--- src/trajectory_table_interpolator_top_assert.svh ---
`ifndef TRAJECTORY_TABLE_INTERPOLATOR_TOP_ASSERT_SVH
`define TRAJECTORY_TABLE_INTERPOLATOR_TOP_ASSERT_SVH
// clocked implication check with synchronous reset disable
`define TTI_ASSERT(label, clk, rst, prop, msg) \
   label: assert property (@(posedge clk) disable iff (rst) (prop)) else $error(msg);
// check that also holds while reset is asserted
`define TTI_ASSERT_ALWAYS(label, clk, prop, msg) \
   label: assert property (@(posedge clk) (prop)) else $error(msg);
`endif

--- src/tti_ram.sv ---
module tti_ram #(
   parameter int Width = 8,
   parameter int Depth = 16
) (
   input  logic                     clock,
   input  logic                     wr_en,
   input  logic [$clog2(Depth)-1:0] wr_addr,
   input  logic [Width-1:0]         wr_data,
   input  logic [$clog2(Depth)-1:0] rd_addr,
   output logic [Width-1:0]         rd_data
);
   logic [Width-1:0] mem [Depth];
   logic [Width-1:0] rd_data_ff;

   always_ff @(posedge clock) begin
      if (wr_en) begin
         mem[wr_addr] <= wr_data;
      end
      rd_data_ff <= mem[rd_addr];
   end
   assign rd_data = rd_data_ff;
endmodule

--- config.mk ---
export PLATFORM = sky130hd
export DESIGN_NAME = tti_ram
export DESIGN_NICKNAME = d
export VERILOG_FILES = /design/src/trajectory_table_interpolator_top_assert.svh /design/src/tti_ram.sv
export SDC_FILE = /design/constraint.sdc
export NUM_CORES = 1
export LEC_CHECK = 0
export BUFFER_PORTS_ARGS = -buffer_cell sky130_fd_sc_hd__buf_2
export CORE_ASPECT_RATIO = 2
export CORE_MARGIN = 8
export CORE_UTILIZATION = 25
export DETAILED_ROUTE_END_ITERATION = 10
export PLACE_DENSITY_LB_ADDON = 0.08
export SLEW_MARGIN = 20
export SYNTH_ARGS = -nofsm -noshare
export SYNTH_HDL_FRONTEND = slang
export SYNTH_SLANG_ARGS = --single-unit
--- constraint.sdc ---
create_clock -name clock -period 2.2 [get_ports clock]
set_input_delay 0.22 -clock clock [delete_from_list [all_inputs] [get_ports clock]]
set_output_delay 0.22 -clock clock [all_outputs]
set_load 0.01 [all_outputs]
==> out/results.ini <==
[run_status]
status=complete, no violations

[hold_path]
min_to=mem[5][4]
min_from=wr_data[4]
worstHoldPathCells=1
min_path_type=primary input to flop

[drt]
final_antenna_net_count=0
vias=2438
wl_microns=12320
drc=0
vias_per_cell=4.277
firstDrtPassIters=4
routedWlPerCell_microns=21.62
drt_iter0_drc=141

[placed_design]
hpwl_microns=8652
portBuffers=25
place.gp.congestion=0.6996

[finish]
diodes=0
multi_input_area_sq_mm=0.001057
seqCellArea_sq_mm=0.004004
area_growth_syn_to_layout_pct=23.55
final_util_pct=31.36
finalNetCount=309
drive_gt1_share_pct=33.88
layout_commonest_cell=edfxtp_1
fill_cells=1961
final_cell_mix=128 x edfxtp_1, 25 x buf_2, 24 x buf_4

[grt]
grt_pass1_vias=2710
grt_pass1_wl_microns=18230
grt_antenna_before_repair=0
grt_use_total_pct=10.04
grt_start_max_net_pins=24
grt_overflow=0

[critical_path]
r2r_start=mem[1][5]
worst_ep_required_time_ns=2.49
cp-end-kind=flop
r2r_slack_ns=0.84
arrival_ns=1.70
rr_endpoint=rd_data[5]
worstPathMaxFanout=12
r2r_cells=3
startpoint=rd_addr[0]
critical_path_class=primary input to flop
start_kind=primary input

[clock_tree]
clockRootBuffer=clkbuf_16
clock-sinks=136
clkTransAtPathRegs_ns=0.06
postCtsHoldBufs=0
post_cts_buffers=0
cts_resized=0
numCtsBuffers=17
htree_levels=4
clkLatencyLatePin_ns=0.42
cts_max_path_buffers=2
cts_tree=built

[floorplan]
start_util_pct=25.39
fp.dieW_microns=117.5
row_count=74
die-height_microns=218.9
core_sq_mm=0.02028
fp.dieArea_sq_mm=0.02572
io_pins=26

[sta]
hold_viol_final=0
final.period_utilization_pct=63.99
clock_skew_ns=0.007324
setup_tns_ns=0
fin_crit_ns=1.408
rsz0062_at_grt=false
max_clock_freq_mhz=710.3
relSlewSlack_pct=65.29
worst_slew_pin_slew_ns=0.5206
slew_violations=0
hold_slack_ns=0.1875
setup_violations=0

[flow_run]
maxCapViolCount=0

[logic_synthesis]
syn_area_sq_mm=0.005147
yosysSeqAreaShare_pct=77.78
syn_area_per_cell_sq_um=22.48
yosys_warnings=0
ys_ff_latch=136
synth_cell_type_count=19
syn_inst=229
syn_nets=247

[power]
leakage_nw=2.128
vdd_drop_max_mv=0.4562
power_density_mw_per_mm2=940.3

## final cells by class
class	instances	area share [%]
sequential	136	62.95
multi-input combinational	83	16.62
clock buffer	18	6.748
timing repair buffer	53	6.059
tap	266	5.233
clock inverter	14	2.380
## Yosys cell counts
| cell | count | area, sq um |
|---|---|---|
| buf_6 | 3 | 33.78 |
| and2b_1 | 1 | 7.510 |
| nand3b_1 | 2 | 15.01 |
| a22oi_1 | 16 | 120.1 |
| clkdlybuf4s25_2 | 3 | 30.03 |
| edfxtp_1 | 128 | 3844 |
| nor2b_1 | 1 | 6.260 |
| nand2b_1 | 2 | 12.51 |
| buf_2 | 3 | 15.01 |
| buf_4 | 1 | 7.510 |
| mux4_2 | 18 | 405.4 |
| nand2_1 | 9 | 33.78 |
| mux4_1 | 14 | 367.9 |
| dfxtp_1 | 8 | 160.2 |
| or3b_2 | 1 | 8.760 |
| and2_1 | 1 | 6.260 |
| nand3_1 | 1 | 5.000 |
| nor2_1 | 13 | 48.80 |
| nor3_1 | 4 | 20.02 |
## worst max-delay path by stage
stage	to	slack (ns)	cells after the start
floorplan	mem[0][0]	0.49	2
global placement	rd_data[4]	0.32	5
detailed placement	rd_data[4]	0.33	5
CTS	rd_data[4]	0.77	5
global route	rd_data[0]	0.68	5
finish	rd_data[0]	0.79	5
## state kept, by name, summed over array words and instances (netlist names)
name     count
rd_data      8
mem        128
## kinds of logic after synthesis
group | after synthesis | synth area share (%)
buffers and inverters | 10 | 1.677
DFF | 136 | 77.78
muxes | 32 | 15.02
and+or+nand+nor | 35 | 3.184
AOI/OAI and AO/OA | 16 | 2.334
## power breakdown
group	switching (mW)	internal (mW)
sequential	0.0150	2.90
clock	1.10	1.67
combinational	0.168	0.129
## routing by layer
layer  GRT usage (%)  vias to the layer above  part of all wire [%]
met4           4.727                        0                   1.1
met3           2.291                        6                   2.3
met5               0                        -                     0
met1           10.24                     1289                    38
li1                -                     1101                     -
met2           18.94                       42                    58
## stage by stage
stage / cell area [sq um] / setup WS, ns / power, mW / cells
6_report: 6360 / 0.7921 / 5.980 / 570
5_1_grt: 6360 / 0.6764 / 6.196 / 570
3_3_place_gp: 5779 / 0.3152 / 3.275 / 538
3_5_place_dp: 5779 / 0.3265 / 3.278 / 538
4_1_cts: 6360 / 0.7697 / 6.077 / 570
2_1_floorplan: 5147 / 0.4871 / 3.118 / 229
## critical path: stages
cell     delay, ns
buf_2         0.39
buf_4         0.23
mux4_1        0.55
a22oi_1       0.21
nand2_1       0.09
No activity file was read; power rests on OpenSTA's default activity.
