[src/trajectory_table_interpolator_top_assert.svh]
`ifndef TRAJECTORY_TABLE_INTERPOLATOR_TOP_ASSERT_SVH
`define TRAJECTORY_TABLE_INTERPOLATOR_TOP_ASSERT_SVH
// clocked implication check with synchronous reset disable
`define TTI_ASSERT(label, clk, rst, prop, msg) \
   label: assert property (@(posedge clk) disable iff (rst) (prop)) else $error(msg);
// check that also holds while reset is asserted
`define TTI_ASSERT_ALWAYS(label, clk, prop, msg) \
   label: assert property (@(posedge clk) (prop)) else $error(msg);
`endif

[src/tti_sqrt.sv]
// Bit-pair integer square root of a 64-bit value, one result bit per cycle.
module tti_sqrt (
   input  logic        clock,
   input  logic        reset,
   input  logic        start,
   input  logic [63:0] radicand,
   output logic        busy,
   output logic        done,
   output logic [31:0] root
);
   logic [63:0] rad_ff, rad_in;
   logic [33:0] rem_ff, rem_in;
   logic [31:0] root_ff, root_in;
   logic [5:0]  cnt_ff, cnt_in;
   logic        busy_ff, busy_in;
   logic        done_ff, done_in;
   logic [33:0] trial;
   logic [34:0] diff;

   always_comb begin
      rad_in  = rad_ff;
      rem_in  = rem_ff;
      root_in = root_ff;
      cnt_in  = cnt_ff;
      busy_in = busy_ff;
      done_in = 1'b0;
      trial   = {rem_ff[31:0], rad_ff[63:62]};
      diff    = {1'b0, trial} - {1'b0, root_ff, 2'b01};
      if (start) begin
         rad_in  = radicand;
         rem_in  = '0;
         root_in = '0;
         cnt_in  = 6'd32;
         busy_in = 1'b1;
      end else if (busy_ff) begin
         rad_in = {rad_ff[61:0], 2'b00};
         if (!diff[34]) begin
            rem_in  = diff[33:0];
            root_in = {root_ff[30:0], 1'b1};
         end else begin
            rem_in  = trial;
            root_in = {root_ff[30:0], 1'b0};
         end
         cnt_in = cnt_ff - 6'd1;
         if (cnt_ff == 6'd1) begin
            busy_in = 1'b0;
            done_in = 1'b1;
         end
      end
   end

   always_ff @(posedge clock) begin
      if (reset) begin
         busy_ff <= 1'b0;
         done_ff <= 1'b0;
         cnt_ff  <= '0;
      end else begin
         busy_ff <= busy_in;
         done_ff <= done_in;
         cnt_ff  <= cnt_in;
      end
      rad_ff  <= rad_in;
      rem_ff  <= rem_in;
      root_ff <= root_in;
   end

   assign busy = busy_ff;
   assign done = done_ff;
   assign root = root_ff;
endmodule

[config.mk]
export PLATFORM = sky130hd
export DESIGN_NAME = tti_sqrt
export DESIGN_NICKNAME = d
export VERILOG_FILES = /design/src/trajectory_table_interpolator_top_assert.svh /design/src/tti_sqrt.sv
export SDC_FILE = /design/constraint.sdc
export NUM_CORES = 1
export LEC_CHECK = 0
export BUFFER_PORTS_ARGS = -buffer_cell sky130_fd_sc_hd__buf_2
export CORE_ASPECT_RATIO = 0.7
export CORE_MARGIN = 2
export CORE_UTILIZATION = 54
export DETAILED_ROUTE_END_ITERATION = 7
export GPL_TIMING_DRIVEN = 0
export HOLD_SLACK_MARGIN = 0.15
export PLACE_DENSITY = 0.74
export SLEW_MARGIN = 10
export SYNTH_ARGS = -nofsm -noshare
export SYNTH_HDL_FRONTEND = slang
export SYNTH_SLANG_ARGS = --single-unit
[constraint.sdc]
create_clock -name clock -period 4 [get_ports clock]
set_clock_uncertainty 0.15 [all_clocks]
set_input_delay 0.8 -clock clock [delete_from_list [all_inputs] [get_ports clock]]
set_output_delay 0.8 -clock clock [all_outputs]
set_load 0.02 [all_outputs]
==> metrics, run 1 <==
outcome=finished, final reports clean; post-synthesis compound-gate area fraction=14.8%; relative slew slack=43.8%; routed via count=5823; Hold Fails Final Rpt=0; Bufs and invs on worst path=2; Mean Syn Cell Area=10.5 um2; Synth area leader=edfxtp_1; Critical Path Start Type=flop; Worst VDD drop=0.483 mV; antenna cells=0; GRT Util Overall=25.4%; Synth Warn #=0; Syn Nets=805; input/output buffers=99; WL/cell=17.3 um; global-route wire length before repair=28800 um; drt first pass iters=5; Pwr Density=791 nW/um2; Skew-Pair Late Insertion Delay=420 ps; fin crit period=3380 ps; crit-path most repeated cell=o2111ai_1; total wire length=17600 um; RSZ-0062 raised after global routing=no; post-cts repair resize count=0; Reg area=3360 um2; starting density of the core=55.7%; slowest cell on the critical path=o2111ai_1; Tot Pwr=6.85 mW; Final HPWL DP=13000 um; fin crit share=84.6%; simple-gate share of the synthesized area=10.4%; Post-CTS Setup Bufs=0; total global routing overflow=0; Residual DRC=0; Clk Tree Root Cell=clkbuf_16; Worst Max-Slew Pin Slew=843 ps; CP max stage delay=530 ps; chip height=102 um; DP Area=8120 um2; maxcap violations=0; fraction of layout instances using a drive strength above 1=26.4%; CP cell instances=inv_1 > ha_1 > and2b_1 > o2111ai_1 > a31oi_1 > o2111ai_1 > a211o_2 > a21o_2 > clkbuf_1 > nand3_1 > o211ai_1; TritonCTS clock tree=built; vias per cell=5.71; Die Footprint=14600 um2; CTS Buffer Depth=2; initial drt markers=406; final instance area=8660 um2; Post-synth top flop=dfxtp_1; critical path capture point type=flop; initial antenna violation count=0; worst hold path type=reg2reg; nets@finish=923; Worst Path Class, Setup=reg2reg; share of the synthesized area in the top cell type=26.0%; Final setup viols=0; fin. max-slew vios=0; die width=144 um; delay-heaviest family, CP=compound AO/OA/AOI/OAI gates; register bit total from synthesis=136; post-synthesis mux area share=15.3%; post-synthesis xor/xnor area fraction=3.56%; fraction of registers with async set/reset=0%; Filler cells=1097; Clock Pin Slew Worst Setup and Hold Paths=60 ps; post-synthesis adder-cell area fraction=5.93%; routability congestion estimate=0.869; sequential cell area fraction in the yosys report=45.5%; Post-synth EDFFs=64; Crit path arrival time=3570 ps; number of global-route vias before repair=5698; crit path max fanout=10; CTS Hold Bufs=0; Area Growth Syn to Fin=17.3%; dpl ws=720 ps; library cells used by synthesis=63; clk sink count=136; setup tns final=0 ps; Synth Instances=703; largest net degree at the start of global routing=65; Num CTS Buffers=17; synth top area cells=edfxtp_1, dfxtp_1, mux2_2; Max Freq=296 MHz; main combinational cell family by area after synthesis=multiplexers; number of cell rows=35; total core area=13300 um2; final setup margin=618 ps; area of the multi-input gates=3690 um2; post-synthesis cell area=7380 um2; H-tree depth=4; Leak=3.65 nW; commonest cells after routing, fill and taps aside=buf_2, nor2_1, dfxtp_1, edfxtp_1, mux2_2; ANT nets after route=0; Critical Path RT=4180 ps; commonest non-fill, non-tap cell in the layout=buf_2; I/O Pins=101
## report_power, final
group	internal [mW]	total, mW	leakage, nW	switching (mW)
logic	1.50	3.61	2.15	2.10
registers	1.67	1.80	1.23	0.138
clock network	0.803	1.44	0.265	0.640
## cells in the mapped netlist (all sizes together), types with 4 or more instances
cell and count:
nand2 37, a311oi 7, a31oi 10, or3 4, nor2 76, nand4 6
o21a 4, o211ai 4, clkbuf 22, edfxtp 64, buf 12, a21oi 29
mux2i 43, dfxtp 72, nor3 9, o21ai 15, mux2 62, inv 44
xor2 12, nand3 10, a211oi 19, a21o 24, o21bai 5, a31o 4
and3 13, ha 35, a32oi 7, xnor2 18
## cell families after synthesis
kind of cell / count (synthesis)
AND/OR/NAND/NOR: 170
AO/OA/AOI/OAI: 149
flip-flops: 136
multiplexers: 105
buffers and inverters: 78
adder cells (fa/ha/maj): 35
XOR/XNOR: 30
## path summary, 6_finish.rpt
path / start / endpoint / slack (ps) / depth (start not counted)
max: root[0]$_SDFFE_PP0P_ / rem_ff[0]$_SDFFE_PP0P_ / 620 / 11
max reg2reg: root[0]$_SDFFE_PP0P_ / rem_ff[0]$_SDFFE_PP0P_ / 620 / 11
min reg2reg: cnt_ff[0]$_SDFFE_PP0P_ / cnt_ff[0]$_SDFFE_PP0P_ / 350 / 2
min: cnt_ff[0]$_SDFFE_PP0P_ / cnt_ff[0]$_SDFFE_PP0P_ / 350 / 2
## worst min-delay path, stage by stage, from the launching register on
cell     delay [ps]
dfxtp_1         330
nand2_1          70
a21oi_1          60
## final cells by class
type | instances | share of cell area [%]
Buffer | 34 | 1.96
Tap cell | 185 | 2.67
Inverter | 44 | 1.91
Multi-Input combinational cell | 489 | 42.6
Sequential cell | 136 | 38.8
Timing Repair Buffer | 99 | 5.72
Clock inverter | 15 | 1.34
Clock buffer | 17 | 4.91
## sequential cells by signal, indices dropped and copies added (netlist names)
| signal | cells |
|---|---|
| done | 1 |
| root | 32 |
| rad_ff | 64 |
| rem_ff | 32 |
| busy | 1 |
| cnt_ff | 6 |
## routing by layer
| metal | GRT usage, % | up-vias | wire length (um) |
|---|---|---|---|
| met5 | 0 | - | 0 |
| met4 | 6.33 | 0 | 231 |
| met3 | 5.39 | 25 | 1160 |
| met2 | 39.0 | 206 | 7660 |
| met1 | 36.9 | 2768 | 8580 |
| li1 | - | 2824 | - |
## per-stage QoR
stage / util (%) / hold slack, ps / cells
2_1_floorplan: - / 313 / 703
3_3_place_gp: 61.1 / 321 / 987
3_5_place_dp: 61.2 / 341 / 987
4_1_cts: 65.3 / 349 / 1019
5_1_grt: 65.3 / 367 / 1019
6_report: 65.3 / 351 / 1019
No activity file was read; power rests on OpenSTA's default activity.
==> run 2, diff against run 1 <==
- CORE_UTILIZATION: 54 -> 52
- clock period: 4 -> 3.1 ns (I/O delays scaled with it)
==> metrics, run 2 (same netlist as run 1, synthesis figures left out) <==
crit path max fanout=5 (was 10); fraction of layout instances using a drive strength above 1=28.8% (was 26.4%); placed cell count=992 (was 987); final setup margin=65.6 ps (was 618 ps); CTS Hold Bufs=0 (unchanged); Area Growth Syn to Fin=20.7% (was 17.3%); Final setup viols=0 (unchanged); dpl ws=-135 ps (was 720 ps); Critical Path RT=3250 ps (was 4180 ps); total core area=13900 um2 (was 13300 um2); Pwr Density=1080 nW/um2 (was 791 nW/um2); commonest cells after routing, fill and taps aside=buf_2, nor2_1, dfxtp_1, edfxtp_1, mux2_2 (unchanged); Reg2Reg Setup Slack=70 ps (was 620 ps); CP Capture Point=rem_ff[31]$_SDFFE_PP0P_ (was rem_ff[0]$_SDFFE_PP0P_); Residual DRC=0 (unchanged); input/output buffers=99 (unchanged); Critical Path Start Type=flop (unchanged); WL/cell=17.0 um (was 17.3 um); critical path capture point type=flop (unchanged); fin. max-slew vios=0 (unchanged); Hold Fails Final Rpt=0 (unchanged); clk sink count=136 (unchanged); maxcap violations=0 (unchanged); routed via count=5941 (was 5823); Die Footprint=15200 um2 (was 14600 um2); ANT nets after route=0 (unchanged); H-tree depth=4 (unchanged); Tot Pwr=9.64 mW (was 6.85 mW); final core utilization=64.3% (was 65.3%); worst hold path type=in2reg (was reg2reg); routability congestion estimate=0.954 (was 0.869); starting density of the core=53.2% (was 55.7%); Reg with most FFs=rad_ff (unchanged); Clock Pin Slew Worst Setup and Hold Paths=60 ps (about the same); die width=146 um (was 144 um); CTS Buffer Depth=2 (unchanged); number of global-route vias before repair=5676 (was 5698); commonest non-fill, non-tap cell in the layout=buf_2 (unchanged); initial antenna violation count=0 (unchanged); worst r2r dst=rem_ff[31]$_SDFFE_PP0P_ (was rem_ff[0]$_SDFFE_PP0P_); Final Non-Filler Cells=1031 (was 1019); nets@finish=930 (was 923); max reg flops=64 (unchanged); FF-to-FF Start=root[2]$_SDFFE_PP0P_ (was root[0]$_SDFFE_PP0P_); Worst Max-Slew Pin Slew=830 ps (was 843 ps); outcome=finished, final reports clean (unchanged); total global routing overflow=0 (unchanged); Max Freq=330 MHz (was 296 MHz); Final HPWL DP=12400 um (was 13000 um); reg2reg path depth=10 (was 11); Skew-Pair Late Insertion Delay=430 ps (was 420 ps); initial drt markers=381 (was 406); global-route wire length before repair=27800 um (was 28800 um); fin crit share=97.9% (was 84.6%); Worst Path Class, Setup=reg2reg (unchanged); Crit path arrival time=3190 ps (was 3570 ps); GRT Util Overall=22.9% (was 25.4%); chip height=104 um (was 102 um); DP Area=8130 um2 (was 8120 um2); total wire length=17500 um (was 17600 um); final instance area=8910 um2 (was 8660 um2); Num CTS Buffers=17 (unchanged); Worst VDD drop=0.653 mV (was 0.483 mV); largest net degree at the start of global routing=65 (unchanged); antenna cells=0 (unchanged); relative slew slack=44.6% (was 43.8%); fin crit period=3030 ps (was 3380 ps); Clk Tree Root Cell=clkbuf_16 (unchanged); launch point of the worst path=root[2]$_SDFFE_PP0P_ (was root[0]$_SDFFE_PP0P_); TritonCTS clock tree=built (unchanged); Leak=3.73 nW (was 3.65 nW); Filler cells=1149 (was 1097); vias per cell=5.76 (was 5.71); number of cell rows=36 (was 35); I/O Pins=101 (unchanged); drt first pass iters=5 (unchanged)
run 2: cell count changes in the layout (fill, tap and decap cells not counted), moves of 3 or more:
cell	delta
inv_6	-4
bufinv_16	+3
o21ai_1	+4
o21ai_0	-4
buf_4	+7
run 2: routing by layer:
metal	global-route usage, %	part of all wire [%]	wire (um)
met2	34.8	45	7820
met1	32.3	47	8290
met5	0	0	0
met3	5.77	6.3	1110
met4	7.35	1.6	274
run 2: stage by stage:
| stage | TNS (ps) | hold slack [ps] |
|---|---|---|
| 2_1_floorplan | 0 | 313 |
| 3_3_place_gp | -16560 | 321 |
| 3_5_place_dp | -2570 | 347 |
| 4_1_cts | 0 | 214 |
| 5_1_grt | -75.9 | 222 |
| 6_report | 0 | 231 |
run 2: power breakdown:
part / leakage, nW / switching [mW] / total (mW) / internal (mW)
Clock: 0.295 / 0.811 / 2.08 / 1.27
Combinational: 2.20 / 2.93 / 5.23 / 2.30
Sequential: 1.23 / 0.177 / 2.33 / 2.15
Total: 3.73 / 3.91 / 9.64 / 5.73
run 2: how the worst min path moves through the flow:
stage	startpoint	to	slack (ps)	cells after the start
floorplan	cnt_ff[0]$_SDFFE_PP0P_	cnt_ff[0]$_SDFFE_PP0P_	310	2
global placement	cnt_ff[0]$_SDFFE_PP0P_	cnt_ff[0]$_SDFFE_PP0P_	320	2
detailed placement	cnt_ff[1]$_SDFFE_PP0P_	cnt_ff[1]$_SDFFE_PP0P_	350	2
CTS	reset	busy$_SDFF_PP0_	210	2
global route	reset	busy$_SDFF_PP0_	220	2
finish	reset	cnt_ff[5]$_SDFFE_PP0P_	230	2
run 2: cell type report:
cell class / count / area (um2) / share of cell area, %
multi-input cells: 489 / 3820 / 42.8
flip-flops and latches: 136 / 3360 / 37.7
repair buffers: 106 / 548 / 6.15
clock buffers: 18 / 429 / 4.81
well taps: 190 / 238 / 2.67
plain buffers: 34 / 178 / 1.99
clock inverters: 14 / 174 / 1.95
inverters: 44 / 165 / 1.85
run 2: worst max-delay path: stages (launching register included):
cell      delay, ps
dfxtp_1         370
inv_1            60
ha_1            230
or3_1           420
o221a_1         280
a221o_2         440
a211oi_2        250
o31a_2          230
o21ai_0         190
xnor2_1         200
o21ai_0          90
run 2: timing repair:
item | CTS | global route
pin swaps | 3 | 6
buffers inserted | 2 | 5
endpoints found under the setup margin | 31 | 33
resized for setup | 3 | 25
endpoints found under the hold margin | 0 | 0
==> run 3, diff against run 2 <==
- ABC_AREA: unset -> 1
- CORE_UTILIZATION: 52 -> 53
- PLACE_DENSITY: 0.74 -> 0.75
==> metrics, run 3 <==
fin crit share=87.2% (was 97.9%); Die Footprint=16100 um2 (was 15200 um2); register bit total from synthesis=136 (unchanged); delay-heaviest family, CP=simple AND/OR/NAND/NOR gates (was compound AO/OA/AOI/OAI gates); largest net degree at the start of global routing=40 (was 65); relative slew slack=50.1% (was 44.6%); vias per cell=5.18 (was 5.76); Synth area leader=edfxtp_1 (unchanged); antenna cells=0 (unchanged); Reg with most FFs=rad_ff (unchanged); Max Freq=370 MHz (was 330 MHz); global-route wire length before repair=35000 um (was 27800 um); slowest cell on the critical path=ha_1 (was a221o_2); Post-CTS Setup Bufs=0 (was 2); total global routing overflow=0 (unchanged); CP max stage delay=440 ps (about the same); Residual DRC=0 (unchanged); crit path max fanout=10 (was 5); maxcap violations=0 (unchanged); CP cell instances=inv_1 > ha_1 > nand2_1 > nor2_1 > inv_1 > nor3_4 > nand2_4 > nand2_4 > buf_8 > nand2_4 > nor2_1 > nor2_1 > nor2_1 (was inv_1 > ha_1 > or3_1 > o221a_1 > a221o_2 > a211oi_2 > o31a_2 > o21ai_0 > xnor2_1 > o21ai_0); total wire length=22100 um (was 17500 um); total core area=14700 um2 (was 13900 um2); worst r2r dst=rem_ff[18]$_SDFFE_PP0P_ (was rem_ff[31]$_SDFFE_PP0P_); outcome=finished, final reports clean (unchanged); max reg flops=64 (unchanged); fraction of layout instances using a drive strength above 1=13.5% (was 28.8%); HP Start=reset (unchanged); final instance area=9380 um2 (was 8910 um2); Num CTS Buffers=17 (unchanged); drt first pass iters=5 (unchanged); Post-synth top flop=dfxtp_1 (unchanged); Worst Path Class, Setup=reg2reg (unchanged); setup tns final=0 ps (unchanged); post-synthesis cell area=8000 um2 (was 7380 um2); chip height=107 um (was 104 um); Crit path arrival time=2920 ps (was 3190 ps); Critical Path RT=3310 ps (was 3250 ps); ANT nets after route=0 (unchanged); Hold EP=busy$_SDFF_PP0_ (was cnt_ff[5]$_SDFFE_PP0P_); RSZ-0062 raised after global routing=no; Skew-Pair Late Insertion Delay=430 ps (about the same); Reg2Reg Setup Slack=400 ps (was 70 ps); CTS Buffer Depth=2 (unchanged); most numerous cell in the Yosys netlist=nand2_1 (was nor2_1); number of cell rows=37 (was 36); Synth Instances=1147 (was 703); Final HPWL DP=16400 um (was 12400 um); routability congestion estimate=0.992 (was 0.954); GRT Util Overall=28.6% (was 22.9%); Mean Syn Cell Area=6.97 um2 (was 10.5 um2); sequential cell area fraction in the yosys report=42.0% (was 45.5%); Pint=5.57 mW (was 5.73 mW); input/output buffers=100 (was 99); post-cts repair resize count=0 (was 3); Clock Pin Slew Worst Setup and Hold Paths=60 ps (about the same); crit-path most repeated cell=nor2_1 (was o21ai_0); nets@finish=1369 (was 930); reg2reg path depth=13 (was 10); Final setup viols=0 (unchanged); fraction of registers with async set/reset=0% (unchanged); library cells used by synthesis=40 (was 63); share of power burned in registers=20.3% (was 24.1%); initial drt markers=776 (was 381); Worst VDD drop=1.08 mV (was 0.653 mV); Tot Pwr=11.3 mW (was 9.64 mW); Clock Power Share=18.6% (was 21.6%); Post-synth EDFFs=64 (unchanged); CTS Hold Bufs=0 (unchanged); worst hold path type=in2reg (unchanged); FF-to-FF Start=root[19]$_SDFFE_PP0P_ (was root[2]$_SDFFE_PP0P_); Comb pwr share=61.0% (was 54.3%); Leak=4.97 nW (was 3.73 nW); Critical Path Start Type=flop (unchanged); routed via count=7637 (was 5941); number of global-route vias before repair=6949 (was 5676); fin crit period=2700 ps (was 3030 ps); H-tree depth=4 (unchanged); TritonCTS clock tree=built (unchanged); Clk Tree Root Cell=clkbuf_16 (unchanged); final setup margin=396 ps (was 65.6 ps); dpl ws=502 ps (was -135 ps); Post-synth top cells=nand2_1, inv_1, nor2_1, dfxtp_1, edfxtp_1 (was nor2_1, dfxtp_1, edfxtp_1, mux2_2, inv_1); Synth Warn #=0 (unchanged); WP depth=13 (was 10); Worst Max-Slew Pin Slew=749 ps (was 830 ps); initial antenna violation count=0 (unchanged); Syn Nets=1249 (was 805); Cells on Worst Hold Path=2 (unchanged); DP Area=8770 um2 (was 8130 um2); commonest non-fill, non-tap cell in the layout=nand2_1 (was buf_2); starting density of the core=54.3% (was 53.2%); Switch Pwr=5.74 mW (was 3.91 mW); sw frac=50.7% (was 40.6%); critical path capture point type=flop (unchanged); synth top area cells=edfxtp_1, nand2_1, dfxtp_1 (was edfxtp_1, dfxtp_1, mux2_2); WL/cell=15.0 um (was 17.0 um); Hold Fails Final Rpt=0 (unchanged); fin. max-slew vios=0 (unchanged); I/O Pins=101 (unchanged); Area Growth Syn to Fin=17.2% (was 20.7%); Bufs and invs on worst path=3 (was 1); Pwr Density=1210 nW/um2 (was 1080 nW/um2); clk sink count=136 (unchanged); commonest cells after routing, fill and taps aside=nand2_1, inv_1, buf_2, nor2_1, dfxtp_1 (was buf_2, nor2_1, dfxtp_1, edfxtp_1, mux2_2); share of the synthesized area in the top cell type=24.0% (was 26.0%); die width=151 um (was 146 um)
-- run 3: changes by cell type after synthesis, sizes merged, moves of 16 or more --
cell,previous run,this run
a21o,24,1
nor2,76,94
inv,44,164
mux2i,43,0
nand4,6,22
nand2,37,495
o22ai,2,31
a211oi,19,0
nand3,10,50
mux2,62,0
-- run 3: cell families after synthesis --
family,after synthesis,share of synthesized area (%)
flops,136,42.0
simple gates,677,35.1
buf+inv,199,9.81
xor+xnor,13,1.42
fa+ha+maj,35,5.47
compound gates,87,6.18
-- run 3: final cells by class --
cell class | instances | area [um2]
Clock buffer | 17 | 425
Timing Repair Buffer | 101 | 520
Clock inverter | 15 | 185
Multi-Input combinational cell | 812 | 3850
Sequential cell | 136 | 3360
Tap cell | 195 | 244
Buffer | 35 | 173
Inverter | 164 | 616
Fill cell | 1353 | 5340
-- run 3: per-stage QoR --
| stage | std cells | hold WS [ps] | utilization (%) |
|---|---|---|---|
| 6_report | 1475 | 227 | 63.7 |
| 5_1_grt | 1475 | 230 | 63.7 |
| 4_1_cts | 1475 | 215 | 63.7 |
| 3_5_place_dp | 1443 | 309 | 59.6 |
| 3_3_place_gp | 1442 | 300 | 59.4 |
| 2_1_floorplan | 1147 | 280 | - |
-- run 3: power groups by stage --
stage | combinational, mW | sequential (mW) | clock [mW]
6_report | 6.90 | 2.30 | 2.11
5_1_grt | 7.67 | 2.31 | 2.22
4_1_cts | 6.71 | 2.29 | 2.14
3_5_place_dp | 6.64 | 2.33 | 0
3_3_place_gp | 6.57 | 2.32 | 0
2_1_floorplan | 5.02 | 2.28 | 0
-- run 3: worst max-delay path by stage --
| stage | start | end | slack, ps |
|---|---|---|---|
| final | root[19]$_SDFFE_PP0P_ | rem_ff[18]$_SDFFE_PP0P_ | 400 |
| after global routing | root[19]$_SDFFE_PP0P_ | rem_ff[18]$_SDFFE_PP0P_ | 220 |
| after CTS | root[19]$_SDFFE_PP0P_ | rem_ff[18]$_SDFFE_PP0P_ | 470 |
| after detailed placement | root[19]$_SDFFE_PP0P_ | rem_ff[18]$_SDFFE_PP0P_ | 500 |
| after global placement | start | rad_ff[38]$_DFFE_PP_ | -90 |
| after floorplan | busy$_SDFF_PP0_ | rad_ff[0]$_SDFFCE_PN0P_ | 550 |
-- run 3: per-layer routing --
| layer | global-route usage (%) | share of wire (%) |
|---|---|---|
| met5 | 0 | 0 |
| met4 | 8.74 | 1.3 |
| met3 | 5.79 | 8.6 |
| met2 | 40.2 | 41 |
| met1 | 43.8 | 49 |
