===== src/trajectory_table_interpolator_top_assert.svh =====
`ifndef TRAJECTORY_TABLE_INTERPOLATOR_TOP_ASSERT_SVH
`define TRAJECTORY_TABLE_INTERPOLATOR_TOP_ASSERT_SVH
// clocked implication check with synchronous reset disable
`define TTI_ASSERT(label, clk, rst, prop, msg) \
   label: assert property (@(posedge clk) disable iff (rst) (prop)) else $error(msg);
// check that also holds while reset is asserted
`define TTI_ASSERT_ALWAYS(label, clk, prop, msg) \
   label: assert property (@(posedge clk) (prop)) else $error(msg);
`endif


===== src/tti_pkg.sv =====
package tti_pkg;
   localparam int MaxWaypoints = 64;
   localparam int IdxW = $clog2(MaxWaypoints);
   localparam int CntW = IdxW + 1;

   typedef enum logic [1:0] {
      CMD_CLEAR  = 2'd0,
      CMD_APPEND = 2'd1,
      CMD_QUERY  = 2'd2,
      CMD_NOP    = 2'd3
   } cmd_type;

   typedef enum logic [1:0] {
      ST_OK    = 2'd0,
      ST_EMPTY = 2'd1,
      ST_FULL  = 2'd2
   } status_type;

   // one memory word: a whole waypoint
   localparam int WayW = 32 * 6 + 16 * 2;

   typedef struct packed {
      logic [31:0]        stamp;
      logic signed [31:0] x;
      logic signed [31:0] y;
      logic signed [15:0] yaw;
      logic signed [31:0] vx;
      logic signed [31:0] vy;
      logic signed [15:0] vyaw;
      logic [31:0]        cum;
   } way_type;

   typedef struct packed {
      cmd_type            cmd;
      logic [31:0]        stamp;
      logic signed [31:0] pos_x;
      logic signed [31:0] pos_y;
      logic signed [15:0] pos_yaw;
      logic signed [31:0] vel_x;
      logic signed [31:0] vel_y;
      logic signed [15:0] vel_yaw;
      logic [31:0]        elapsed_time;
   } req_type;

   typedef struct packed {
      status_type         status;
      logic signed [31:0] target_x;
      logic signed [31:0] target_y;
      logic signed [15:0] target_yaw;
      logic signed [31:0] target_vx;
      logic signed [31:0] target_vy;
      logic signed [15:0] target_vyaw;
      logic [31:0]        distance;
      logic [5:0]         waypoint_index;
   } rsp_type;

   // divider handshake
   typedef struct packed {
      logic        start;
      logic [63:0] num;
      logic [32:0] den;
   } div_req_type;

   typedef struct packed {
      logic        busy;
      logic        done;
      logic [63:0] quo;
   } div_rsp_type;
endpackage


===== src/tti_div.sv =====
// Restoring divider, one quotient bit per cycle, 64-bit numerator.
module tti_div (
   input  logic                      clock,
   input  logic                      reset,
   input  tti_pkg::div_req_type      div_req,
   output tti_pkg::div_rsp_type      div_rsp
);
   import tti_pkg::*;

   logic [63:0] quo_ff, quo_in;
   logic [33:0] rem_ff, rem_in;
   logic [32:0] den_ff, den_in;
   logic [6:0]  cnt_ff, cnt_in;
   logic        busy_ff, busy_in;
   logic        done_ff, done_in;
   logic [33:0] trial;
   logic [34:0] diff;

   always_comb begin
      quo_in  = quo_ff;
      rem_in  = rem_ff;
      den_in  = den_ff;
      cnt_in  = cnt_ff;
      busy_in = busy_ff;
      done_in = 1'b0;
      trial   = {rem_ff[32:0], quo_ff[63]};
      diff    = {1'b0, trial} - {2'b00, den_ff};
      if (div_req.start) begin
         quo_in  = div_req.num;
         rem_in  = '0;
         den_in  = div_req.den;
         cnt_in  = 7'd64;
         busy_in = 1'b1;
      end else if (busy_ff) begin
         if (!diff[34]) begin
            rem_in = diff[33:0];
            quo_in = {quo_ff[62:0], 1'b1};
         end else begin
            rem_in = trial;
            quo_in = {quo_ff[62:0], 1'b0};
         end
         cnt_in = cnt_ff - 7'd1;
         if (cnt_ff == 7'd1) begin
            busy_in = 1'b0;
            done_in = 1'b1;
         end
      end
   end

   always_ff @(posedge clock) begin
      if (reset) begin
         busy_ff <= 1'b0;
         done_ff <= 1'b0;
         cnt_ff  <= '0;
      end else begin
         busy_ff <= busy_in;
         done_ff <= done_in;
         cnt_ff  <= cnt_in;
      end
      quo_ff <= quo_in;
      rem_ff <= rem_in;
      den_ff <= den_in;
   end

   assign div_rsp.busy = busy_ff;
   assign div_rsp.done = done_ff;
   assign div_rsp.quo  = quo_ff;
endmodule


===== config.mk =====
export PLATFORM = sky130hd
export DESIGN_NAME = tti_div
export DESIGN_NICKNAME = d
export VERILOG_FILES = /design/src/trajectory_table_interpolator_top_assert.svh /design/src/tti_pkg.sv /design/src/tti_div.sv
export SDC_FILE = /design/constraint.sdc
export NUM_CORES = 1
export LEC_CHECK = 0
export BUFFER_PORTS_ARGS = -buffer_cell sky130_fd_sc_hd__buf_2
export CAP_MARGIN = 30
export CORE_MARGIN = 4
export CORE_UTILIZATION = 45
export CTS_BUF_LIST = sky130_fd_sc_hd__clkbuf_4
export CTS_CLUSTER_DIAMETER = 100
export DETAILED_ROUTE_END_ITERATION = 10
export PLACE_DENSITY_LB_ADDON = 0.2
export SYNTH_ARGS = -nofsm -noshare
export SYNTH_HDL_FRONTEND = slang
export SYNTH_SLANG_ARGS = --single-unit

===== constraint.sdc =====
create_clock -name clock -period 3.15 [get_ports clock]
set_input_delay 0.63 -clock clock [delete_from_list [all_inputs] [get_ports clock]]
set_output_delay 0.63 -clock clock [all_outputs]
set_load 0.005 [all_outputs]

==> reports/results.tsv, run 1 <==
stage	metric	value	unit
timing	layout_worst_path_cycle_share	94.9	%
yosys	synth_cell_types	65	
floorplan	placementRows	47	
detailed_routing	detail_route.iter0.violations	335	
grt	global_route_wire_length_before_repair	28700	µm
layout	area.sequential	3750	µm²
layout	finalCoreUtilization	54.3	%
pwr	power.leakage	3.82	nW
timing	worst_slew_margin_rel	52.9	%
status	status	finished, final reports clean	
yosys	synth.yosys.seq_area_share	49.4	%
timing	worst-slew-pin-transition	0.706	ns
detailed_routing	wl_per_cell	16.6	µm
clock_tree	clockRootBuffer	clkbuf_4	
clock_tree	clock_sink_count	139	
yosys	dominant_cells_by_area_after_synthesis	edfxtp_1, dfxtp_1, mux2_2, ha_1, nand2_1	
layout	final_nets	983	
grt	residual_overflow_from_global_routing	0	
timing	setup_repair_after_global_routing_missed_its_margin	false	
place	dp_hpwl	12800	µm
timing	worst_clock_skew	0.0295	ns
floorplan	dieHeight	138	µm
grt	grt_start_max_net_pins	112	
run	drv_cap	0	
detailed_routing	final_antenna_net_count	0	
detailed_routing	total_drc_errors_in_the_routed_layout	0	
floorplan	core	16600	µm²
worst_setup_path	data_arrival_time_of_the_critical_path	3.46	ns
timing	holdWs	0.229	ns
timing	max_freq	335	MHz
place	io_buffers	165	
yosys	synth_enable_flop_cells	97	
worst_setup_path	critical_path_class	reg2reg	
yosys	synth.most_common_cell	edfxtp_1	
yosys	synthFlopType	edfxtp_1	
layout	layout-area-overhead-vs-synth	18.6	%
worst_setup_path	crit_path_end_kind	flip-flop	
layout	final_layout_size_suffix_gt1_share	36.3	%
timing	fin_tns_setup	0	ns
clock_tree	cts_hold_buffers_added	0	
yosys	synth_top_area_share	38.4	%
yosys	synthesis.area	7590	µm²
worst_setup_path	cp_data_required_time	3.62	ns
worst_setup_path	worstPathMaxFanout	9	
place	gpl.final_weighted_congestion	0.967	
yosys	synth_nets	814	
timing	final_period_minus_worst_setup_slack	2.99	ns
pwr	vdd_drop_max	295	µV
floorplan	io_pins	166	
yosys	synthArstFlopShare	0	%
clock_tree	tritoncts_buffers	17	
detailed_routing	drtPass1Iterations	5	
yosys	register_bit_total_from_synthesis	139	
clock_tree	clk_pin_slew	0.13	ns
place	placement_cell_area	8660	µm²
grt	globalRouteTotalUtil	19.2	%
yosys	synthesis.yosys.warnings	0	
yosys	syn_area_per_cell	11.2	µm²
clock_tree	worst_skew_pair.late_latency	0.58	ns
yosys	syn_inst	678	
detailed_routing	dr_total_vias	5725	
layout	fillers	1474	
worst_setup_path	timing.critical_path.cells	inv_1 -> ha_1 -> a21o_1 -> a21o_1 -> a2111o_1 -> a2111oi_4 -> a211oi_4 -> buf_4 -> mux2i_1 -> a211oi_1	
worst_hold_path	min-delay-path-class	in2reg	
grt	grt_pass1_vias	5945	
floorplan	initial_core_util	45.8	%
timing	finalHoldViolations	0	
worst_hold_path	hold_path_depth	1	
worst_setup_path	crit_top_cell	a21o_1	
clock_tree	cts_h_tree_depth	4	
worst_setup_path	worst_path_largest_cell_delay	0.52	ns
worst_setup_path	crit_path_top_delay_cell	a2111o_1	
floorplan	dieArea	19000	µm²
timing	timing.final.max_slew_violations	0	
detailed_routing	finalWirelength	17900	µm
floorplan	die_width	138	µm
worst_setup_path	start_kind	flip-flop	
detailed_routing	vias_per_cell	5.29	
yosys	synth_top_cells_by_count	edfxtp_1, mux2_2, nand2_1, nor2_1, inv_1	
grt	grt_antenna_before_repair	1	
timing	setup_viol_count_final	0	
layout	multi_input_area	3560	µm²
timing	postLayoutSetupSlackWorst	0.161	ns
layout	postLayoutCellArea	9010	µm²
clock_tree	clock_path_buffers	2	
yosys	synth_top_area_cell	edfxtp_1	
worst_setup_path	depth_of_the_most_critical_reg_to_reg_path	10	
place	dp_worst_setup_slack	-0.0670	ns
clock_tree	cts_tree	built	
pwr	power.density	494	nW/µm²
-- final timing paths --
check / from / endpoint / slack, ns
hold / removal: div_req[31] / den_ff[31] / 0.23
setup reg to reg: den_ff[27] / rem_ff[13] / 0.16
setup / recovery: den_ff[27] / rem_ff[13] / 0.16
hold reg to reg: rem_ff[15] / rem_ff[15] / 0.49
-- worst max-delay path, delay by kind of cell, from the launching register on --
family	cells	cell delay, ns
compound gates	6	1.85
flops	1	0.39
buf+inv	2	0.29
fa+ha+maj	1	0.23
mux	1	0.12
-- cell families (layout without fill, tap and decap cells) --
family	Yosys count	after routing	synth area share, %
buffers and inverters	78	259	4.42
and+or+nand+nor	171	171	10.0
other	0	2	0
DFF	139	139	49.4
xor gates and xnor gates	31	31	3.58
adders and majority gates	36	36	6.03
muxes	77	77	11.3
AOI/OAI and AO/OA	146	147	15.2
-- flip-flops by register name, indices dropped and copies added (netlist names) --
name,flops
busy_ff,1
quo_ff,64
done_ff,1
den_ff,33
rem_ff,33
cnt_ff,7
-- routing by layer --
layer	routed length [µm]	up-vias	track usage, %
met5	0	-	0
met4	201	0	5.32
met3	1470	20	7.29
met2	8600	196	31.4
met1	7670	2665	23.9
li1	-	2844	-
-- timing repair --
action	CTS	global route
pin swaps	2	3
cloned	0	1
setup endpoints to repair	14	34
buffers inserted	2	2
resized for setup	1	9
-- where the power goes --
group | switching (mW) | internal (mW)
clock network | 0.694 | 0.400
logic | 0.605 | 0.510
registers | 0.0943 | 2.15
-- cell usage in the layout, fill, tap and decap left out, types with 21 or more instances in the layout --
cell type	Yosys	routed
buf_2	7	164
edfxtp_1	97	97
mux2_2	65	65
nand2_1	61	60
nor2_1	57	57
inv_1	45	45
dfxtp_1	42	41
ha_1	35	35
a21oi_1	35	34
xnor2_1	21	21
-- cell type report --
type,instances,area share [%]
Antenna cell,2,0.0556
Clock buffer,18,1.50
Clock inverter,14,1.36
Inverter,45,1.88
Multi-Input combinational cell,462,39.6
Sequential cell,139,41.7
Tap cell,220,3.06
Timing Repair Buffer,182,10.9
-- through the flow --
step	cells	power, mW
2_1_floorplan	678	3.01
3_3_place_gp	1043	3.33
3_5_place_dp	1043	3.36
4_1_cts	1077	4.47
5_1_grt	1082	4.71
6_report	1082	4.45
Power figures use the tool's default switching activity.
==> run 2: changes to the inputs <==
Settings changed: CORE_UTILIZATION 45 to 25.
==> run 2 against run 1 <==
Register-to-register slack got worse by 0.03 ns. Fmax decreased by 0.85%. Combinational power about the same. Clock skew about the same. Sequential power about the same. Via count decreased by 0.12%. Utilization decreased by 23 points. Global-route usage decreased by 7.0 points. Hold slack improved by 0.0066 ns. Final cell count increased by 16%. Die area increased by 75%. Final area increased by 3.6%. Critical path type unchanged. Critical endpoint is now rem_ff[27].
==> reports/results.tsv, run 2 (synthesis gave the netlist of run 1 again) <==
stage	metric	value	unit
status	status	finished, final reports clean	
timing	worst-slew-pin-transition	0.808	ns
clock_tree	clock_path_buffers	2	
timing	fin_tns_setup	0	ns
grt	grtUsageMet2	19.0	%
run	drv_cap	0	
place	gpl.final_weighted_congestion	0.771	
pwr	vdd_drop_max	311	µV
clock_tree	clock_sink_count	139	
layout	layout-area-overhead-vs-synth	22.9	%
worst_setup_path	cp_data_required_time	3.61	ns
pwr	power.density	495	nW/µm²
grt	met1_usage	15.9	%
timing	setup_repair_after_global_routing_missed_its_margin	false	
floorplan	dieHeight	182	µm
timing	setup_viol_count_final	0	
layout	area.sequential	3750	µm²
floorplan	core	29800	µm²
grt	residual_overflow_from_global_routing	0	
pwr	sw_frac_of_total	31.1	%
pwr	power.internal	3.18	mW
worst_hold_path	min-delay-path-class	in2reg	
pwr	power_frac_clock	26.8	%
place	dp_hpwl	14800	µm
pwr	total_power	4.62	mW
detailed_routing	final_antenna_net_count	0	
floorplan	io_pins	166	
layout	multi_input_area	3570	µm²
timing	layout_worst_path_cycle_share	95.7	%
grt	gr-max-usage-layer	met2	
detailed_routing	total_drc_errors_in_the_routed_layout	0	
worst_setup_path	crit_path_end_kind	flip-flop	
clock_tree	cts_tree	built	
grt	global_route_wire_length_before_repair	32400	µm
layout	fillers	3150	
layout	mostFrequentLayoutCell	buf_2	
pwr	power.combinational.fraction	24.7	%
grt	globalRouteMet3Util	5.06	%
timing	worst_slew_margin_rel	46.1	%
clock_tree	clk_pin_slew	0.14	ns
grt	globalRouteTotalUtil	12.2	%
pwr	netSwitchingPower	1.44	mW
floorplan	die_width	182	µm
pwr	seq_power_share	48.5	%
detailed_routing	drtPass1Iterations	6	
layout	top_regs	quo_ff: 64 flops, den_ff: 33 flops, rem_ff: 33 flops	
worst_setup_path	critical_path_class	reg2reg	
detailed_routing	finalWirelength	20300	µm
detailed_routing	vias_per_cell	4.54	
detailed_routing	wl_per_cell	16.1	µm
clock_tree	cts_h_tree_depth	4	
grt	grt_pass1_vias	5964	
place	io_buffers	165	
layout	largest_register_ff_count	64	
clock_tree	tritoncts_buffers	17	
floorplan	placementRows	63	
floorplan	dieArea	33200	µm²
timing	max_freq	332	MHz
worst_setup_path	data_arrival_time_of_the_critical_path	3.48	ns
detailed_routing	dr_total_vias	5718	
worst_setup_path	start_kind	flip-flop	
clock_tree	clockRootBuffer	clkbuf_4	
pwr	power.leakage	3.89	nW
layout	final_layout_size_suffix_gt1_share	37.6	%
detailed_routing	detail_route.iter0.violations	236	
timing	finalHoldViolations	0	
timing	postLayoutSetupSlackWorst	0.136	ns
grt	grt_antenna_before_repair	5	
layout	largest-register	quo_ff	
clock_tree	worst_skew_pair.late_latency	0.56	ns
timing	timing.final.max_slew_violations	0	
timing	final_period_minus_worst_setup_slack	3.01	ns
grt	grt_start_max_net_pins	75	
layout	final_nets	991	
worst_setup_path	worstPathMaxFanout	4	
timing	worst_clock_skew	0.0292	ns
place	dp_worst_setup_slack	0.0424	ns
floorplan	initial_core_util	25.5	%
layout	most_frequent_cells_in_the_layout	buf_2, edfxtp_1, mux2_2	
[run 2: per-stage QoR]
step                std cells  cell area, µm²  hold WS [ns]  utilization (%)
floorplan                 678            7590         0.459                -
global placement         1222            8940         0.474             30.0
detailed placement       1222            8940         0.480             30.0
CTS                      1254            9230         0.160             31.0
global route             1260            9330         0.141             31.3
finish                   1260            9330         0.235             31.3
[run 2: final cells by class]
class / count / area share (%)
clock inverter: 12 / 1.49
sequential: 139 / 40.2
inverter: 45 / 1.81
timing repair buffer: 191 / 11.3
clock buffer: 20 / 1.61
tap: 390 / 5.23
antenna: 2 / 0.0536
multi-input combinational: 461 / 38.2
[run 2: timing repair]
action	CTS	global route
resized for setup	0	15
pin swaps	1	8
hold endpoints to repair	0	0
hold buffers	0	0
setup endpoints to repair	2	33
setup buffers	0	4
[run 2: critical path, cell delays in order (launching register included)]
cell,delay [ns]
edfxtp_1,0.35
inv_1,0.07
ha_1,0.27
nor2b_1,0.19
o2111ai_1,0.22
a211oi_1,0.40
o2111a_1,0.31
nor3_1,0.09
o31ai_1,0.40
mux2_2,0.38
a311oi_1,0.25
[run 2: final timing paths]
check                                  from          to  slack (ns)  cells after the start
worst max-delay path              den_ff[1]  rem_ff[27]        0.14                     10
worst min-delay path            div_req[32]  den_ff[32]        0.24                      1
worst max register to register    den_ff[1]  rem_ff[27]        0.14                     10
worst min register to register    rem_ff[2]   rem_ff[2]        0.50                      2
[run 2: power by group through the flow]
stage,combinational [mW],sequential [mW],clock (mW)
after detailed placement,1.12,2.28,0
after CTS,1.13,2.25,1.31
after global placement,1.13,2.28,0
after global routing,1.28,2.27,1.38
after floorplan,0.735,2.27,0
final,1.14,2.24,1.24
[run 2: metal layers]
metal	wire length, µm	part of all wire (%)
met3	1600	7.9
met1	9310	46
met5	41	0.20
met4	128	0.63
met2	9200	45
==> run 3: changes to the inputs <==
Settings changed: BUFFER_PORTS_ARGS -buffer_cell sky130_fd_sc_hd__buf_2 to -buffer_cell sky130_fd_sc_hd__buf_4.
==> run 3 against run 2 <==
Hold slack got worse by 0.034 ns. Power increased by 1.9%. Critical path depth increased by 1. Routed wire length increased by 0.35%. Clock power about the same. Largest power group unchanged. Critical path type unchanged. Utilization increased by 1.2 points. Flip-flop and latch count unchanged. Final area increased by 3.9%. Count of clock-buffer cells in the layout decreased by 2.
==> reports/results.tsv, run 3 (synthesis gave the netlist of run 1 again) <==
stage	metric	value	unit
clock_tree	cts_hold_buffers_added	0	
detailed_routing	detail_route.iter0.violations	237	
timing	finalHoldViolations	0	
pwr	power.leakage	4.00	nW
clock_tree	clockRootBuffer	clkbuf_4	
grt	global_route_wire_length_before_repair	32600	µm
place	gpl.final_weighted_congestion	0.788	
detailed_routing	vias_per_cell	4.54	
pwr	power.internal	3.25	mW
clock_tree	clock_sink_count	139	
timing	setup_viol_count_final	0	
pwr	power.density	485	nW/µm²
pwr	vdd_drop_max	273	µV
pwr	total_power	4.71	mW
timing	setup_repair_after_global_routing_missed_its_margin	false	
floorplan	core	29800	µm²
timing	worst_slew_margin_rel	49.6	%
layout	layout-area-overhead-vs-synth	27.7	%
layout	final_nets	986	
detailed_routing	dr_total_vias	5692	
run	drv_cap	0	
layout	area.sequential	3750	µm²
clock_tree	clock_path_buffers	2	
grt	residual_overflow_from_global_routing	0	
place	io_buffers	165	
clock_tree	cts_h_tree_depth	4	
worst_setup_path	data_arrival_time_of_the_critical_path	3.40	ns
worst_setup_path	timing.critical_path.to	rem_ff[27]	
layout	fillers	3136	
layout	mostFrequentLayoutCell	buf_4	
pwr	sw_frac_of_total	31.1	%
clock_tree	cts_tree	built	
timing	timing.final.max_slew_violations	0	
timing	worst-slew-pin-transition	0.757	ns
worst_setup_path	crit_path_end_kind	flip-flop	
layout	most_frequent_cells_in_the_layout	buf_4, edfxtp_1, mux2_2	
grt	grt_antenna_before_repair	1	
timing	worst_clock_skew	0.0281	ns
worst_hold_path	hold_path_depth	2	
layout	finalCoreUtilization	32.5	%
pwr	seq_power_share	47.7	%
worst_setup_path	critical_path_class	reg2reg	
timing	layout_worst_path_cycle_share	95.0	%
clock_tree	worst_skew_pair.late_latency	0.57	ns
floorplan	initial_core_util	25.5	%
floorplan	dieHeight	182	µm
place	dp_hpwl	14800	µm
worst_setup_path	ff2ff_setup_slack	0.16	ns
floorplan	placementRows	63	
timing	final_period_minus_worst_setup_slack	2.99	ns
pwr	power_frac_clock	26.8	%
layout	largest_register_ff_count	64	
place	dp_worst_setup_slack	0.0468	ns
detailed_routing	drtPass1Iterations	4	
pwr	netSwitchingPower	1.46	mW
floorplan	io_pins	166	
worst_setup_path	cp_data_required_time	3.56	ns
worst_setup_path	depth_of_the_most_critical_reg_to_reg_path	11	
grt	grt_pass1_vias	6000	
layout	top_regs	quo_ff: 64 flops, den_ff: 33 flops, rem_ff: 33 flops	
worst_setup_path	crit_start	den_ff[27]	
grt	globalRouteTotalUtil	12.3	%
layout	largest-register	quo_ff	
worst_setup_path	crit-reg2reg-launch	den_ff[27]	
floorplan	die_width	182	µm
floorplan	dieArea	33200	µm²
detailed_routing	wl_per_cell	16.2	µm
pwr	power.combinational.fraction	25.6	%
status	status	finished, final reports clean	
detailed_routing	finalWirelength	20300	µm
worst_hold_path	min-delay-path-class	in2reg	
layout	multi_input_area	3550	µm²
clock_tree	clk_pin_slew	0.15	ns
detailed_routing	final_antenna_net_count	0	
worst_setup_path	worstPathMaxFanout	7	
timing	postLayoutSetupSlackWorst	0.157	ns
worst_setup_path	start_kind	flip-flop	
timing	fin_tns_setup	0	ns
worst_setup_path	crit-reg2reg-capture	rem_ff[27]	
detailed_routing	total_drc_errors_in_the_routed_layout	0	
layout	final_layout_size_suffix_gt1_share	36.5	%
timing	max_freq	334	MHz
clock_tree	tritoncts_buffers	17	
grt	grt_start_max_net_pins	65	
-- run 3: cell type report --
type,instances,share of cell area (%)
Clock inverter,14,1.65
Multi-Input combinational cell,461,36.6
Tap cell,390,5.03
Timing Repair Buffer,186,14.8
Antenna cell,1,0.0258
Sequential cell,139,38.7
Inverter,45,1.74
Clock buffer,18,1.39
-- run 3: through the flow --
stage | hold WS, ns | cell area (µm²) | instances
after CTS | 0.129 | 9620 | 1250
after global routing | 0.123 | 9700 | 1254
after global placement | 0.473 | 9320 | 1218
final | 0.202 | 9700 | 1254
after detailed placement | 0.477 | 9320 | 1218
after floorplan | 0.459 | 7590 | 678
-- run 3: per-layer routing --
| layer | routed length [µm] | part of all wire [%] | vias up | GRT usage, % |
|---|---|---|---|---|
| li1 | - | - | 2848 | - |
| met1 | 9110 | 45 | 2667 | 15.8 |
| met2 | 9130 | 45 | 165 | 18.9 |
| met3 | 1890 | 9.3 | 12 | 5.60 |
| met4 | 213 | 1.0 | 0 | 3.39 |
| met5 | 0 | 0 | - | 0 |
-- run 3: repair_timing --
action                                  CTS  global route
endpoints found under the setup margin    1            34
pin swaps                                 0             4
gates resized for setup                   1             6
buffers inserted                          0             3
-- run 3: how the worst min path moves through the flow --
stage	from	endpoint	slack, ns
final	reset	busy_ff	0.20
after global routing	reset	busy_ff	0.12
after detailed placement	rem_ff[2]	rem_ff[2]	0.48
after floorplan	rem_ff[14]	rem_ff[14]	0.46
after global placement	rem_ff[2]	rem_ff[2]	0.47
after CTS	reset	busy_ff	0.13
-- run 3: power by group through the flow --
stage / clock [mW] / combinational, mW / sequential, mW
6_report: 1.26 / 1.20 / 2.25
5_1_grt: 1.42 / 1.34 / 2.27
4_1_cts: 1.34 / 1.20 / 2.25
3_5_place_dp: 0 / 1.20 / 2.28
3_3_place_gp: 0 / 1.20 / 2.28
2_1_floorplan: 0 / 0.735 / 2.27
-- run 3: worst max-delay path, stage by stage (launching register included) --
cell and delay (ns):
edfxtp_1 0.38, inv_1 0.10, ha_4 0.23, a21o_1 0.18, a21o_1 0.20, a2111o_1 0.47
a2111oi_4 0.48, a211oi_4 0.15, buf_12 0.16, mux2_4 0.28, mux2i_1 0.14, a311oi_1 0.07
